## src/hdl/i2cmrt_pkg.sv

```systemverilog
`default_nettype none

package i2cmrt_pkg;

  // Commands carried by an input item
  localparam logic [1:0] CMD_LOAD   = 2'd0;
  localparam logic [1:0] CMD_WRITE  = 2'd1;
  localparam logic [1:0] CMD_READ   = 2'd2;
  localparam logic [1:0] CMD_STATUS = 2'd3;

  // Transfer phases
  localparam logic [3:0] PH_IDLE    = 4'd0;
  localparam logic [3:0] PH_START   = 4'd1;
  localparam logic [3:0] PH_SLAW    = 4'd2;
  localparam logic [3:0] PH_ADDR    = 4'd3;
  localparam logic [3:0] PH_WDATA   = 4'd4;
  localparam logic [3:0] PH_RESTART = 4'd5;
  localparam logic [3:0] PH_SLAR    = 4'd6;
  localparam logic [3:0] PH_RDATA   = 4'd7;
  localparam logic [3:0] PH_LAST    = 4'd8;

  // Bus actions requested from the byte engine
  localparam logic [2:0] ACT_NONE    = 3'd0;
  localparam logic [2:0] ACT_START   = 3'd1;
  localparam logic [2:0] ACT_SEND    = 3'd2;
  localparam logic [2:0] ACT_RX_ACK  = 3'd3;
  localparam logic [2:0] ACT_RX_NACK = 3'd4;
  localparam logic [2:0] ACT_STOP    = 3'd5;
  localparam logic [2:0] ACT_RECOVER = 3'd6;

  // Engine status codes
  localparam logic [7:0] ST_BUS_ERROR  = 8'h00;
  localparam logic [7:0] ST_START      = 8'h08;
  localparam logic [7:0] ST_RESTART    = 8'h10;
  localparam logic [7:0] ST_SLAW_ACK   = 8'h18;
  localparam logic [7:0] ST_DATA_ACK   = 8'h28;
  localparam logic [7:0] ST_SLAR_ACK   = 8'h40;
  localparam logic [7:0] ST_RX_ACK     = 8'h50;
  localparam logic [7:0] ST_RX_NACK    = 8'h58;

  localparam logic [7:0] TARGET_RESET = 8'h26;

  // Status code that a phase waits for
  function automatic logic [7:0] expected_code(input logic [3:0] ph);
    logic [7:0] code;
    case (ph)
      PH_START:   code = ST_START;
      PH_SLAW:    code = ST_SLAW_ACK;
      PH_ADDR:    code = ST_DATA_ACK;
      PH_WDATA:   code = ST_DATA_ACK;
      PH_RESTART: code = ST_RESTART;
      PH_SLAR:    code = ST_SLAR_ACK;
      PH_RDATA:   code = ST_RX_ACK;
      PH_LAST:    code = ST_RX_NACK;
      default:    code = ST_BUS_ERROR;
    endcase
    return code;
  endfunction

endpackage

`default_nettype wire

```

## src/hdl/i2cmrt_ram.sv

```systemverilog
`default_nettype none

module i2cmrt_ram #(
  parameter int WIDTH = 8,
  parameter int DEPTH = 16
) (
  input  wire logic                                   clk_i,
  input  wire logic                                   we_i,
  input  wire logic [((DEPTH > 1) ? $clog2(DEPTH) : 1)-1:0] waddr_i,
  input  wire logic [WIDTH-1:0]                       wdata_i,
  input  wire logic [((DEPTH > 1) ? $clog2(DEPTH) : 1)-1:0] raddr_i,
  output logic      [WIDTH-1:0]                       rdata_o
);

  logic [WIDTH-1:0] mem_q [DEPTH];

  // Write one entry, read one entry into a register
  always_ff @(posedge clk_i) begin
    if (we_i) begin
      mem_q[waddr_i] <= wdata_i;
    end
    rdata_o <= mem_q[raddr_i];
  end

endmodule

`default_nettype wire

```

## src/hdl/i2c_master_register_transfer.sv

```systemverilog
`default_nettype none

// Register read/write sequencer for an I2C master driving a byte-level bus
// engine. Load bytes (command 0) while idle, then start a write (1) or read (2);
// each status event (3) from the engine yields one result item with the next
// bus action. Every accepted item produces exactly one result item, in the cycle
// after acceptance, and a new item can be accepted every cycle unless the output
// register is stalled: the item is decoded combinationally against the phase
// register and lands in the output register. The write buffer RAM is read
// ahead at the next byte's index, so back-to-back status events see the right
// byte. The cfg port writes the target address register and is always ready.
module i2c_master_register_transfer #(
  parameter int MAX_BYTES = 16
) (
  input  wire logic       clk_i,
  input  wire logic       rst_ni,
  // configuration write
  input  wire logic       cfg_valid_i,
  output logic            cfg_ready_o,
  input  wire logic [7:0] cfg_wdata_i,
  // input items
  input  wire logic       in_valid_i,
  output logic            in_stall_o,
  input  wire logic [1:0] command_i,
  input  wire logic [7:0] reg_address_i,
  input  wire logic [4:0] byte_count_i,
  input  wire logic [7:0] write_data_i,
  input  wire logic [7:0] status_code_i,
  input  wire logic [7:0] rx_byte_i,
  // result items
  output logic            out_valid_o,
  input  wire logic       out_stall_i,
  output logic [2:0]      bus_action_o,
  output logic [7:0]      tx_byte_o,
  output logic [7:0]      read_data_o,
  output logic            read_valid_o,
  output logic            done_res_o,
  output logic            error_o,
  output logic [2:0]      error_stage_o
);

  localparam int AW = (MAX_BYTES > 1) ? $clog2(MAX_BYTES) : 1;
  localparam int CW = $clog2(MAX_BYTES + 1);
  localparam logic [8:0] MaxCount = 9'(MAX_BYTES);
  localparam logic [CW-1:0] MaxLen = CW'(MAX_BYTES);

  logic          in_acc;
  logic [7:0]    target_q;
  logic [3:0]    phase_q, phase_d;
  logic          is_read_q, is_read_d;
  logic [7:0]    saddr_q, saddr_d;
  logic [CW-1:0] len_q, len_d;
  logic [CW-1:0] done_cnt_q, done_cnt_d;
  logic [CW-1:0] load_ptr_q, load_ptr_d;

  logic          buf_we;
  logic [AW-1:0] buf_raddr;
  logic [7:0]    buf_rdata;

  logic          out_valid_q;
  logic [2:0]    act_d, act_q;
  logic [7:0]    tx_d, tx_q;
  logic [7:0]    rdata_d, rdata_q;
  logic          rvalid_d, rvalid_q;
  logic          done_d, done_q;
  logic          err_d, err_q;
  logic [2:0]    stage_d, stage_q;

  // Handshakes: output register drains or is empty
  assign in_stall_o  = out_valid_q & out_stall_i;
  assign in_acc      = in_valid_i & ~in_stall_o;
  assign cfg_ready_o = 1'b1;

  // Decode one item against the current phase
  always_comb begin
    logic [CW-1:0] cnt;
    logic [CW:0]   inc1;
    logic [CW:0]   inc2;
    logic [CW:0]   nxt;
    phase_d    = phase_q;
    is_read_d  = is_read_q;
    saddr_d    = saddr_q;
    len_d      = len_q;
    done_cnt_d = done_cnt_q;
    load_ptr_d = load_ptr_q;
    buf_we     = 1'b0;
    act_d      = i2cmrt_pkg::ACT_NONE;
    tx_d       = 8'h00;
    rdata_d    = 8'h00;
    rvalid_d   = 1'b0;
    done_d     = 1'b0;
    err_d      = 1'b0;
    stage_d    = 3'd0;
    cnt        = ({4'd0, byte_count_i} > MaxCount) ? MaxLen : CW'(byte_count_i);
    inc1       = {1'b0, done_cnt_q} + 1'b1;
    inc2       = inc1 + 1'b1;

    case (command_i)
      i2cmrt_pkg::CMD_LOAD: begin
        if (phase_q == i2cmrt_pkg::PH_IDLE && load_ptr_q < MaxLen) begin
          buf_we     = 1'b1;
          load_ptr_d = load_ptr_q + 1'b1;
        end
      end
      i2cmrt_pkg::CMD_WRITE, i2cmrt_pkg::CMD_READ: begin
        if (phase_q == i2cmrt_pkg::PH_IDLE) begin
          is_read_d  = (command_i == i2cmrt_pkg::CMD_READ);
          saddr_d    = reg_address_i;
          len_d      = (is_read_d && cnt == '0) ? CW'(1) : cnt;
          done_cnt_d = '0;
          if (!is_read_d) begin
            load_ptr_d = '0;
          end
          phase_d = i2cmrt_pkg::PH_START;
          act_d   = i2cmrt_pkg::ACT_START;
        end
      end
      default: begin
        if (phase_q != i2cmrt_pkg::PH_IDLE && phase_q <= i2cmrt_pkg::PH_LAST) begin
          if (status_code_i != i2cmrt_pkg::expected_code(phase_q)) begin
            // abort with the failing stage
            err_d   = 1'b1;
            done_d  = 1'b1;
            stage_d = 3'(phase_q - 4'd1);
            act_d   = (status_code_i == i2cmrt_pkg::ST_BUS_ERROR) ?
                      i2cmrt_pkg::ACT_RECOVER : i2cmrt_pkg::ACT_NONE;
            phase_d = i2cmrt_pkg::PH_IDLE;
          end else begin
            case (phase_q)
              i2cmrt_pkg::PH_START: begin
                act_d   = i2cmrt_pkg::ACT_SEND;
                tx_d    = target_q;
                phase_d = i2cmrt_pkg::PH_SLAW;
              end
              i2cmrt_pkg::PH_SLAW: begin
                act_d   = i2cmrt_pkg::ACT_SEND;
                tx_d    = saddr_q;
                phase_d = i2cmrt_pkg::PH_ADDR;
              end
              i2cmrt_pkg::PH_ADDR: begin
                if (is_read_q) begin
                  act_d   = i2cmrt_pkg::ACT_START;
                  phase_d = i2cmrt_pkg::PH_RESTART;
                end else if (len_q == '0) begin
                  act_d   = i2cmrt_pkg::ACT_STOP;
                  done_d  = 1'b1;
                  phase_d = i2cmrt_pkg::PH_IDLE;
                end else begin
                  act_d   = i2cmrt_pkg::ACT_SEND;
                  tx_d    = buf_rdata;
                  phase_d = i2cmrt_pkg::PH_WDATA;
                end
              end
              i2cmrt_pkg::PH_WDATA: begin
                done_cnt_d = inc1[CW-1:0];
                if (inc1 >= {1'b0, len_q}) begin
                  act_d   = i2cmrt_pkg::ACT_STOP;
                  done_d  = 1'b1;
                  phase_d = i2cmrt_pkg::PH_IDLE;
                end else begin
                  act_d = i2cmrt_pkg::ACT_SEND;
                  tx_d  = buf_rdata;
                end
              end
              i2cmrt_pkg::PH_RESTART: begin
                act_d   = i2cmrt_pkg::ACT_SEND;
                tx_d    = target_q | 8'h01;
                phase_d = i2cmrt_pkg::PH_SLAR;
              end
              i2cmrt_pkg::PH_SLAR: begin
                if (len_q <= CW'(1)) begin
                  act_d   = i2cmrt_pkg::ACT_RX_NACK;
                  phase_d = i2cmrt_pkg::PH_LAST;
                end else begin
                  act_d   = i2cmrt_pkg::ACT_RX_ACK;
                  phase_d = i2cmrt_pkg::PH_RDATA;
                end
              end
              i2cmrt_pkg::PH_RDATA: begin
                rdata_d    = rx_byte_i;
                rvalid_d   = 1'b1;
                done_cnt_d = inc1[CW-1:0];
                if (inc2 >= {1'b0, len_q}) begin
                  act_d   = i2cmrt_pkg::ACT_RX_NACK;
                  phase_d = i2cmrt_pkg::PH_LAST;
                end else begin
                  act_d = i2cmrt_pkg::ACT_RX_ACK;
                end
              end
              default: begin
                rdata_d  = rx_byte_i;
                rvalid_d = 1'b1;
                act_d    = i2cmrt_pkg::ACT_STOP;
                done_d   = 1'b1;
                phase_d  = i2cmrt_pkg::PH_IDLE;
              end
            endcase
          end
        end
      end
    endcase

    // Prefetch the byte that the next data step sends
    nxt = {1'b0, (in_acc ? done_cnt_d : done_cnt_q)} + 1'b1;
    if ((in_acc ? phase_d : phase_q) == i2cmrt_pkg::PH_ADDR) begin
      buf_raddr = '0;
    end else begin
      buf_raddr = nxt[AW-1:0];
    end
  end

  i2cmrt_ram #(
    .WIDTH (8),
    .DEPTH (MAX_BYTES)
  ) u_buf (
    .clk_i   (clk_i),
    .we_i    (in_acc & buf_we),
    .waddr_i (load_ptr_q[AW-1:0]),
    .wdata_i (write_data_i),
    .raddr_i (buf_raddr),
    .rdata_o (buf_rdata)
  );

  // Hold the target address
  always_ff @(posedge clk_i or negedge rst_ni) begin
    if (!rst_ni) begin
      target_q <= i2cmrt_pkg::TARGET_RESET;
    end else if (cfg_valid_i && cfg_ready_o) begin
      target_q <= cfg_wdata_i;
    end
  end

  // Advance transfer state on each accepted item
  always_ff @(posedge clk_i or negedge rst_ni) begin
    if (!rst_ni) begin
      phase_q    <= i2cmrt_pkg::PH_IDLE;
      is_read_q  <= 1'b0;
      saddr_q    <= 8'h00;
      len_q      <= '0;
      done_cnt_q <= '0;
      load_ptr_q <= '0;
    end else if (in_acc) begin
      phase_q    <= phase_d;
      is_read_q  <= is_read_d;
      saddr_q    <= saddr_d;
      len_q      <= len_d;
      done_cnt_q <= done_cnt_d;
      load_ptr_q <= load_ptr_d;
    end
  end

  // Output register valid
  always_ff @(posedge clk_i or negedge rst_ni) begin
    if (!rst_ni) begin
      out_valid_q <= 1'b0;
    end else if (in_acc) begin
      out_valid_q <= 1'b1;
    end else if (!out_stall_i) begin
      out_valid_q <= 1'b0;
    end
  end

  // Output register payload
  always_ff @(posedge clk_i) begin
    if (in_acc) begin
      act_q    <= act_d;
      tx_q     <= tx_d;
      rdata_q  <= rdata_d;
      rvalid_q <= rvalid_d;
      done_q   <= done_d;
      err_q    <= err_d;
      stage_q  <= stage_d;
    end
  end

  assign out_valid_o   = out_valid_q;
  assign bus_action_o  = act_q;
  assign tx_byte_o     = tx_q;
  assign read_data_o   = rdata_q;
  assign read_valid_o  = rvalid_q;
  assign done_res_o    = done_q;
  assign error_o       = err_q;
  assign error_stage_o = stage_q;

`ifndef ASSERT_OFF
  // Every accepted item leaves a result in the output register
  a_result_follows: assert property (@(posedge clk_i) disable iff (!rst_ni)
    in_acc |=> out_valid_o)
    else $error("accepted item produced no result");

  // A begin taken while idle enters the start phase and asks for START
  a_begin_starts: assert property (@(posedge clk_i) disable iff (!rst_ni)
    (in_acc && phase_q == i2cmrt_pkg::PH_IDLE &&
     (command_i == i2cmrt_pkg::CMD_WRITE || command_i == i2cmrt_pkg::CMD_READ))
    |=> (phase_q == i2cmrt_pkg::PH_START && bus_action_o == i2cmrt_pkg::ACT_START))
    else $error("begin did not start a transfer");

  // A finished or aborted transfer leaves the sequencer idle
  a_done_idle: assert property (@(posedge clk_i) disable iff (!rst_ni)
    (in_acc && done_d) |=> (phase_q == i2cmrt_pkg::PH_IDLE && done_res_o))
    else $error("transfer end did not return to idle");

  // Progress never passes the transfer length
  a_count_bound: assert property (@(posedge clk_i) disable iff (!rst_ni)
    (phase_q != i2cmrt_pkg::PH_IDLE) |-> (done_cnt_q <= len_q && len_q <= MaxLen))
    else $error("byte count beyond transfer length");
`endif

endmodule

`default_nettype wire

```

## config.mk

```make
export PLATFORM = sky130hd
export DESIGN_NAME = i2c_master_register_transfer
export DESIGN_NICKNAME = d
export VERILOG_FILES = /design/src/hdl/i2cmrt_pkg.sv /design/src/hdl/i2cmrt_ram.sv /design/src/hdl/i2c_master_register_transfer.sv
export SDC_FILE = /design/constraint.sdc
export NUM_CORES = 1
export LEC_CHECK = 0
export CORE_MARGIN = 1
export CORE_UTILIZATION = 55
export CTS_BUF_LIST = sky130_fd_sc_hd__clkbuf_16
export CTS_CLUSTER_SIZE = 20
export DETAILED_ROUTE_END_ITERATION = 16
export DONT_BUFFER_PORTS = 1
export PLACE_DENSITY = 0.69
export SLEW_MARGIN = 20
export SYNTH_ARGS = -nofsm -noshare
export SYNTH_HDL_FRONTEND = slang
export SYNTH_HIERARCHICAL = 1
export SYNTH_SLANG_ARGS = --single-unit
```

## constraint.sdc

```tcl
create_clock -name clk_i -period 5.4 [get_ports clk_i]
set_input_delay 1.08 -clock clk_i [delete_from_list [all_inputs] [get_ports clk_i]]
set_output_delay 1.08 -clock clk_i [all_outputs]
set_load 0.01 [all_outputs]
```

Yosys cells after proc, flatten, opt, wreduce, memory -nomap -nowiden
Memory sizes are Yosys's and may differ from the RTL's. A register that Yosys moved wholly into a read port is not among the register bits. Index checks and enable logic that the tools add are counted.

Register bits after elaboration: 62. Memory bits (writable): 128. ROM bits: 64. Bits of input ports: 52. Output and inout port bits: 28. Word-level logic and storage cells: 125. Memories kept: 2.

Memories: u_buf.mem_q (words 16, bits a word 8, rd ports 1, clocked after memory_dff 1, write ports 1, line i2cmrt_ram.sv:15) `logic [WIDTH-1:0] mem_q [DEPTH];`; (name not given) (words 16, bits a word 4, rd ports 1, clocked after memory_dff 0, write ports 0, line i2cmrt_pkg.sv:46) `case (ph)`.

$add $sub $neg: 5. Order comparisons: 6. Equal/unequal tests: 15. Muxes and demuxes: 54. Bitwise logic cells: 6. Reductions and logical operators: 22.

Operator list (count): 5-bit 2-to-1 mux (10); 8-bit 2-to-1 mux (5); 8-bit one-hot mux with 5 select lines (1); 4-bit 2-to-1 mux (8); 3-bit 2-to-1 mux (10); 4-bit one-hot mux with 7 select lines (1); 5-bit one-hot mux with 2 select lines (2); 4-bit by 3-bit == test with 1-bit output, second input constant (4); 3-bit one-hot mux with 5 select lines (1); 5-bit OR reduction (3); 1-bit 2-to-1 mux (13); 4-bit by 2-bit == test with 1-bit output, second input constant (3); 6-bit by 5-bit >= comparator with 1-bit output (2); 11-bit OR reduction (1); 5-bit logical NOT (2); 8-bit logical NOT (1); 8-bit != test (1); 4-bit one-hot mux with 2 select lines (1); 5-bit by 1-bit adder with 6-bit output, second input constant (1); 6-bit by 1-bit adder with 6-bit output, second input constant (1); 2-bit != test, second input constant (3); 3-bit one-hot mux with 2 select lines (1); 3-bit OR reduction (2); 6-bit OR reduction (1); 23 further kinds (30).

Depth between registers and ports, before layout
Word-level depth: 11. Mapped depth: 20. Depth with buffers taken out: 17.

Modules after synthesis
Netlist, hierarchy kept.

Modules (own cells, without submodules): i2cmrt_ram (times used 1, cells each 229, area an instance 5147.4 µm², sequential area each 4003.8 µm²); i2c_master_register_transfer (times used 1, cells each 406, area an instance 3942.5 µm², sequential area each 1680.4 µm²).

Least setup slack after synthesis
Ideal clock, no wire load.

Path kind: in2reg. From: input out_stall_i. To: register u_buf.rdata_o[1], read port of u_buf.mem_q. Setup time: 120 ps. Arrival time: 4280 ps. Required time: 5280 ps. Setup slack: 1000 ps. Cell stages on the path: 14. Path through: nand2_1 -> nand2_1 -> inv_1 -> clkbuf_1 -> o21ai_0 -> a2bb2oi_2 -> o31ai_4 -> nand4_2 -> nor2b_1 -> buf_6 -> buf_6 -> mux4_1 -> a22oi_1 -> nand2_1.

Longest elaborated chain between the ends: 6. Elaborated cells between the ends (all ways): 8.

RTL lines: from (decl) (line i2c_master_register_transfer.sv:32) `input wire logic out_stall_i,`; 1-bit AND (*) (line i2c_master_register_transfer.sv:70) `assign in_stall_o = out_valid_q & out_stall_i;`; 1-bit NOT (*) (line i2c_master_register_transfer.sv:71) `assign in_acc = in_valid_i & ~in_stall_o;`; 1-bit AND (*) (line i2c_master_register_transfer.sv:71); via in_acc (line i2c_master_register_transfer.sv:47) `logic in_acc;`; 5-bit 2-to-1 mux or 4-bit 2-to-1 mux (tied branches); 4-bit by 1-bit adder with 4-bit output or 4-bit by 2-bit == test with 1-bit output (tied branches) (line i2c_master_register_transfer.sv:204, i2c_master_register_transfer.sv:205); 4-bit 2-to-1 mux (*) (line i2c_master_register_transfer.sv:205) `if ((in_acc ? phase_d : phase_q) == i2cmrt_pkg::PH_ADDR) begin`; via buf_raddr[0] (line i2c_master_register_transfer.sv:57) `logic [AW-1:0] buf_raddr;`; to (decl) (line i2cmrt_ram.sv:12) `output logic [WIDTH-1:0] rdata_o`.

Mark *: on every way through the listed nets, which the timed path passes. The rest lies on a longest branch. A chain may end at the register's enable or synchronous reset.

Worst setup path after layout
From: register done_cnt_q[0]. To: register u_buf.rdata_o[2], read port of u_buf.mem_q.

Longest elaborated chain between the ends: 11. Elaborated cells between the ends (all ways): 20.

RTL lines: from (decl) (line i2c_master_register_transfer.sv:53) `logic [CW-1:0] done_cnt_q, done_cnt_d;`; from (signal assigned) (line i2c_master_register_transfer.sv:247) `done_cnt_q <= done_cnt_d;`; 5-bit by 1-bit adder with 6-bit output (line i2c_master_register_transfer.sv:95) `inc1 = {1'b0, done_cnt_q} + 1'b1;`; 6-bit by 1-bit adder with 6-bit output (line i2c_master_register_transfer.sv:96) `inc2 = inc1 + 1'b1;`; 6-bit by 5-bit >= comparator with 1-bit output (line i2c_master_register_transfer.sv:183) `if (inc2 >= {1'b0, len_q}) begin`; 4-bit 2-to-1 mux (line i2c_master_register_transfer.sv:183); 4-bit one-hot mux with 7 select lines (line i2c_master_register_transfer.sv:129) `case (phase_q)`; 4-bit 2-to-1 mux (line i2c_master_register_transfer.sv:120) `if (status_code_i != i2cmrt_pkg::expected_code(phase_q)) begin`; 4-bit 2-to-1 mux (line i2c_master_register_transfer.sv:119) `if (phase_q != i2cmrt_pkg::PH_IDLE && phase_q <= i2cmrt_pkg::PH_LAST) begin`; 4-bit one-hot mux with 2 select lines (line i2c_master_register_transfer.sv:98) `case (command_i)`; 4-bit 2-to-1 mux; 4-bit by 2-bit == test with 1-bit output (line i2c_master_register_transfer.sv:205); 4-bit 2-to-1 mux (*) (line i2c_master_register_transfer.sv:205); via buf_raddr[0] (line i2c_master_register_transfer.sv:57).

Marked as above.

==> metrics.md <==
| Metric | Value |
|---|---|
| Final Hold Viols | `0` |
| Status | `complete, no violations` |
| Post-synth top flop | `edfxtp_1` |
| Synthesized area per cell | `14.3 sq um` |
| Crit path launch | `done_cnt_q[0]$_DFF_PN0_` |
| FP Rows | `46` |
| Flops & latches, synth | `198` |
| GRT Total Usage | `0.243` |
| Post-DP HPWL | `12.8 mm` |
| Postcts setup bufs | `0` |
| Reg clk slew, reported paths | `0.08 ns` |
| YS warnings | `6` |
| Final Critical Period | `4.94 ns` |
| Drt wl/cell | `22.2 microns` |
| CP Data Required Time | `5.72 ns` |
| Final setup TNS | `0 ns` |
| Vias/cell | `6.32` |
| Main area contributors after synthesis | `edfxtp_1 51%, dfrtp_1 9.4%, mux4_2 4.5%` |
| Max_cap viols | `0` |
| Hold crit path type | `primary input to async pin` |
| Crit path max-delay cell type | `mux4_1` |
| Placed cell area | `0.00929 sq mm` |
| GRT Residual Overflow | `0` |
| Final WL | `19.2 mm` |
| Most frequent cells in the layout | `153 x edfxtp_1, 50 x nor2_1, 42 x nand2_1, 34 x dfrtp_1, 27 x o21ai_0` |
| Crit path largest cell delay | `0.61 ns` |
| Clk_lat worst skew | `0.44 ns` |
| GR peak layer | `met2` |
| Syn nets | `710` |
| Final-report setup violation count | `0` |
| Maximum vdd drop | `0.255 mV` |
| Fillcell total | `1,229` |
| First-pass GRT wire length | `30.2 mm` |
| Clock Tree Buf Depth | `2` |
| DRT Pass-1 Iters | `5` |
| Pwr dens | `374 mW/mm^2` |
| Clock tree root buffer cell | `clkbuf_16` |
| Worst path bufs/invs | `1` |
| Antenna cell count | `0` |
| Die span in x | `131 microns` |
| Layout net count | `709` |
| Sequential share of the synthesized area | `0.625` |
| Async SR Flop Fraction | `0.187` |
| Pins Over Slew Limit | `0` |
| Core area | `0.0160 sq mm` |
| CP arrival | `5.26 ns` |
| Max-slew headroom | `0.376` |
| Cts repair resizes | `0` |
| Number of synthesized flops with an enable pin | `153` |
| Fmax | `202 MHz` |
| Area grow syn2layout | `9.26%` |
| Critical Path, Cell by Cell | `ha_1 -> xor2_1 -> nand2_1 -> xnor2_1 -> ha_1 -> a2111oi_0 -> nor3_1 -> nor4_1 -> o21ai_0 -> a22o_1 -> nand4_2 -> nor2b_4 -> buf_12 -> mux4_1 -> a22oi_1 -> nand2_1` |
| 1st-iter DRT viols | `447` |
| Fin area | `0.00993 sq mm` |
| Delay-heaviest family, CP | `compound AO/OA/AOI/OAI gates` |
| Cell area after synthesis | `0.00909 sq mm` |
| Met2 Usage GRT | `0.393` |
| Met1 GRT Util | `0.330` |
| Top-Level Pins | `80` |
| Most common cell after layout, fill and taps aside | `edfxtp_1` |
| CP max FO | `32` |
| Final ANT Viol Nets | `0` |
| Worst flop-to-flop path startpoint | `done_cnt_q[0]$_DFF_PN0_` |
| Number of remaining DRC errors | `0` |
| Hold buffers post-CTS | `0` |
| Via Count | `5,451` |
| Synth unique cells | `72` |
| Clk_skew | `0.0195 ns` |
| Crit path launch type | `register` |
| Tcrit/Tclk final | `0.915` |
| Synth area leader | `edfxtp_1` |
| Share of cells above drive strength 1 | `0.148` |
| TritonCTS clock tree | `done` |
| R2R Setup Slk | `0.46 ns` |
| IO Port Bufs | `0` |
| Clock sink count | `198` |
| GP Congestion | `0.879` |
| Slew @ Worst Pin | `0.933 ns` |
| Initial Util | `0.568` |
| Die height | `131 microns` |
| Setup WS pre-CTS | `0.563 ns` |
| Initial antenna violation count | `0` |
| Die area | `0.0170 sq mm` |
| Maximum number of pins on one net before global-route repair | `39` |
| Crit Path Category | `register to register` |
| Met3 Track Usage GR | `0.0513` |
| # H-tree levels | `4` |
| Total CTS buffers | `17` |
| RSZ-0062 raised after global routing | `false` |
| Reg2Reg Depth | `16` |
| Gate Count Post-Synth | `635` |
| R2R Path End | `u_buf/rdata_o[2]$_DFF_P_` |
| Yosys top cell area share | `0.505` |
| Number of global-route vias before repair | `5,387` |
| Endpoint class of the critical path | `register` |
| P_leak | `3.57 nW` |
| Final worst slack | `0.461 ns` |
## stage by stage
stage / std cells / utilization / hold WS [ns] / total power, W
floorplan: 635 / - / 0.472 / 0.00224
global placement: 831 / 0.581 / 0.488 / 0.00236
detailed placement: 831 / 0.581 / 0.495 / 0.00238
CTS: 863 / 0.621 / 0.305 / 0.00373
global route: 863 / 0.621 / 0.302 / 0.00387
finish: 863 / 0.621 / 0.331 / 0.00371
## layer usage
layer	part of all wire	vias to the layer above
li1	-	2440
met5	0	-
met2	0.49	222
met3	0.062	35
met4	0.018	0
met1	0.43	2754
## power by group
group,internal [W],switching (W),total [W]
clock network,0.000788,0.000572,0.00136
logic,0.000207,0.000293,0.000501
registers,0.00175,0.000101,0.00185
total,0.00275,0.000966,0.00371
## worst max path at each step
stage,endpoint,slack (ns),cells after the start
4_1_cts,u_buf/rdata_o[4]$_DFF_P_,0.51,16
5_1_grt,u_buf/rdata_o[2]$_DFF_P_,0.11,16
3_3_place_gp,u_buf/rdata_o[5]$_DFF_P_,0.60,16
3_5_place_dp,u_buf/rdata_o[5]$_DFF_P_,0.56,16
6_report,u_buf/rdata_o[2]$_DFF_P_,0.46,16
2_1_floorplan,u_buf/rdata_o[1]$_DFF_P_,1.00,14
## Yosys cell counts, types with 4 or more instances
master    number
a41oi_1        4
mux2i_1        4
buf_2          5
o21ai_0       27
nor2b_1        5
nand3_1        5
xor2_1         6
mux2_2        18
nor2_1        50
xnor2_1        6
dfxtp_1        8
a22oi_1       23
mux4_1        14
mux4_2        18
nand2b_1       9
a21o_1         5
nor3_1        17
dfrtp_1       34
clkbuf_1      15
edfxtp_1     153
ha_1          23
buf_6          6
a21oi_1       21
inv_1         23
nand2_1       42
and2_1        15
nor4_1         6
## registers in the layout, summed over array words and instances (netlist names)
| signal | count |
|---|---|
| load_ptr_q | 5 |
| done_cnt_q | 5 |
| bus_action_o | 3 |
| read_data_o | 8 |
| tx_byte_o | 8 |
| u_buf/mem_q | 128 |
| is_read_q | 1 |
| target_q | 8 |
| error_stage_o | 3 |
| len_q | 5 |
| u_buf/rdata_o | 8 |
| error_o | 1 |
| read_valid_o | 1 |
| out_valid_o | 1 |
| phase_q | 4 |
| saddr_q | 8 |
| done_res_o | 1 |
## kinds of logic after synthesis
logic type,count (synthesis),share of synthesized area
simple gates,175,0.0986
buf+inv,57,0.0326
fa+ha+maj,23,0.0317
compound gates,114,0.0864
flops,198,0.625
other cells,1,0.000413
xor+xnor,12,0.0116
mux,55,0.113
## area by class of cell
cell class                      instances  area (sq um)  share of cell area
Tap cell                              216           270              0.0272
Clock inverter                         15           214              0.0215
Timing Repair Buffer                   14           130              0.0131
Clock buffer                           17           425              0.0428
Inverter                               23          86.3             0.00869
Multi-Input combinational cell        380          3120               0.314
Sequential cell                       198          5680               0.572
## worst reg2reg max path: cells and delay by family, from the launching register on
family / cells / cell delay (ns)
AO/OA/AOI/OAI: 4 / 1.40
multiplexers: 1 / 0.64
AND/OR/NAND/NOR: 6 / 1.07
XOR/XNOR: 2 / 0.43
flip-flops: 1 / 0.50
adder cells (fa/ha/maj): 2 / 0.55
buffers and inverters: 1 / 0.25
Note: power is estimated with default switching activity, not from simulation.
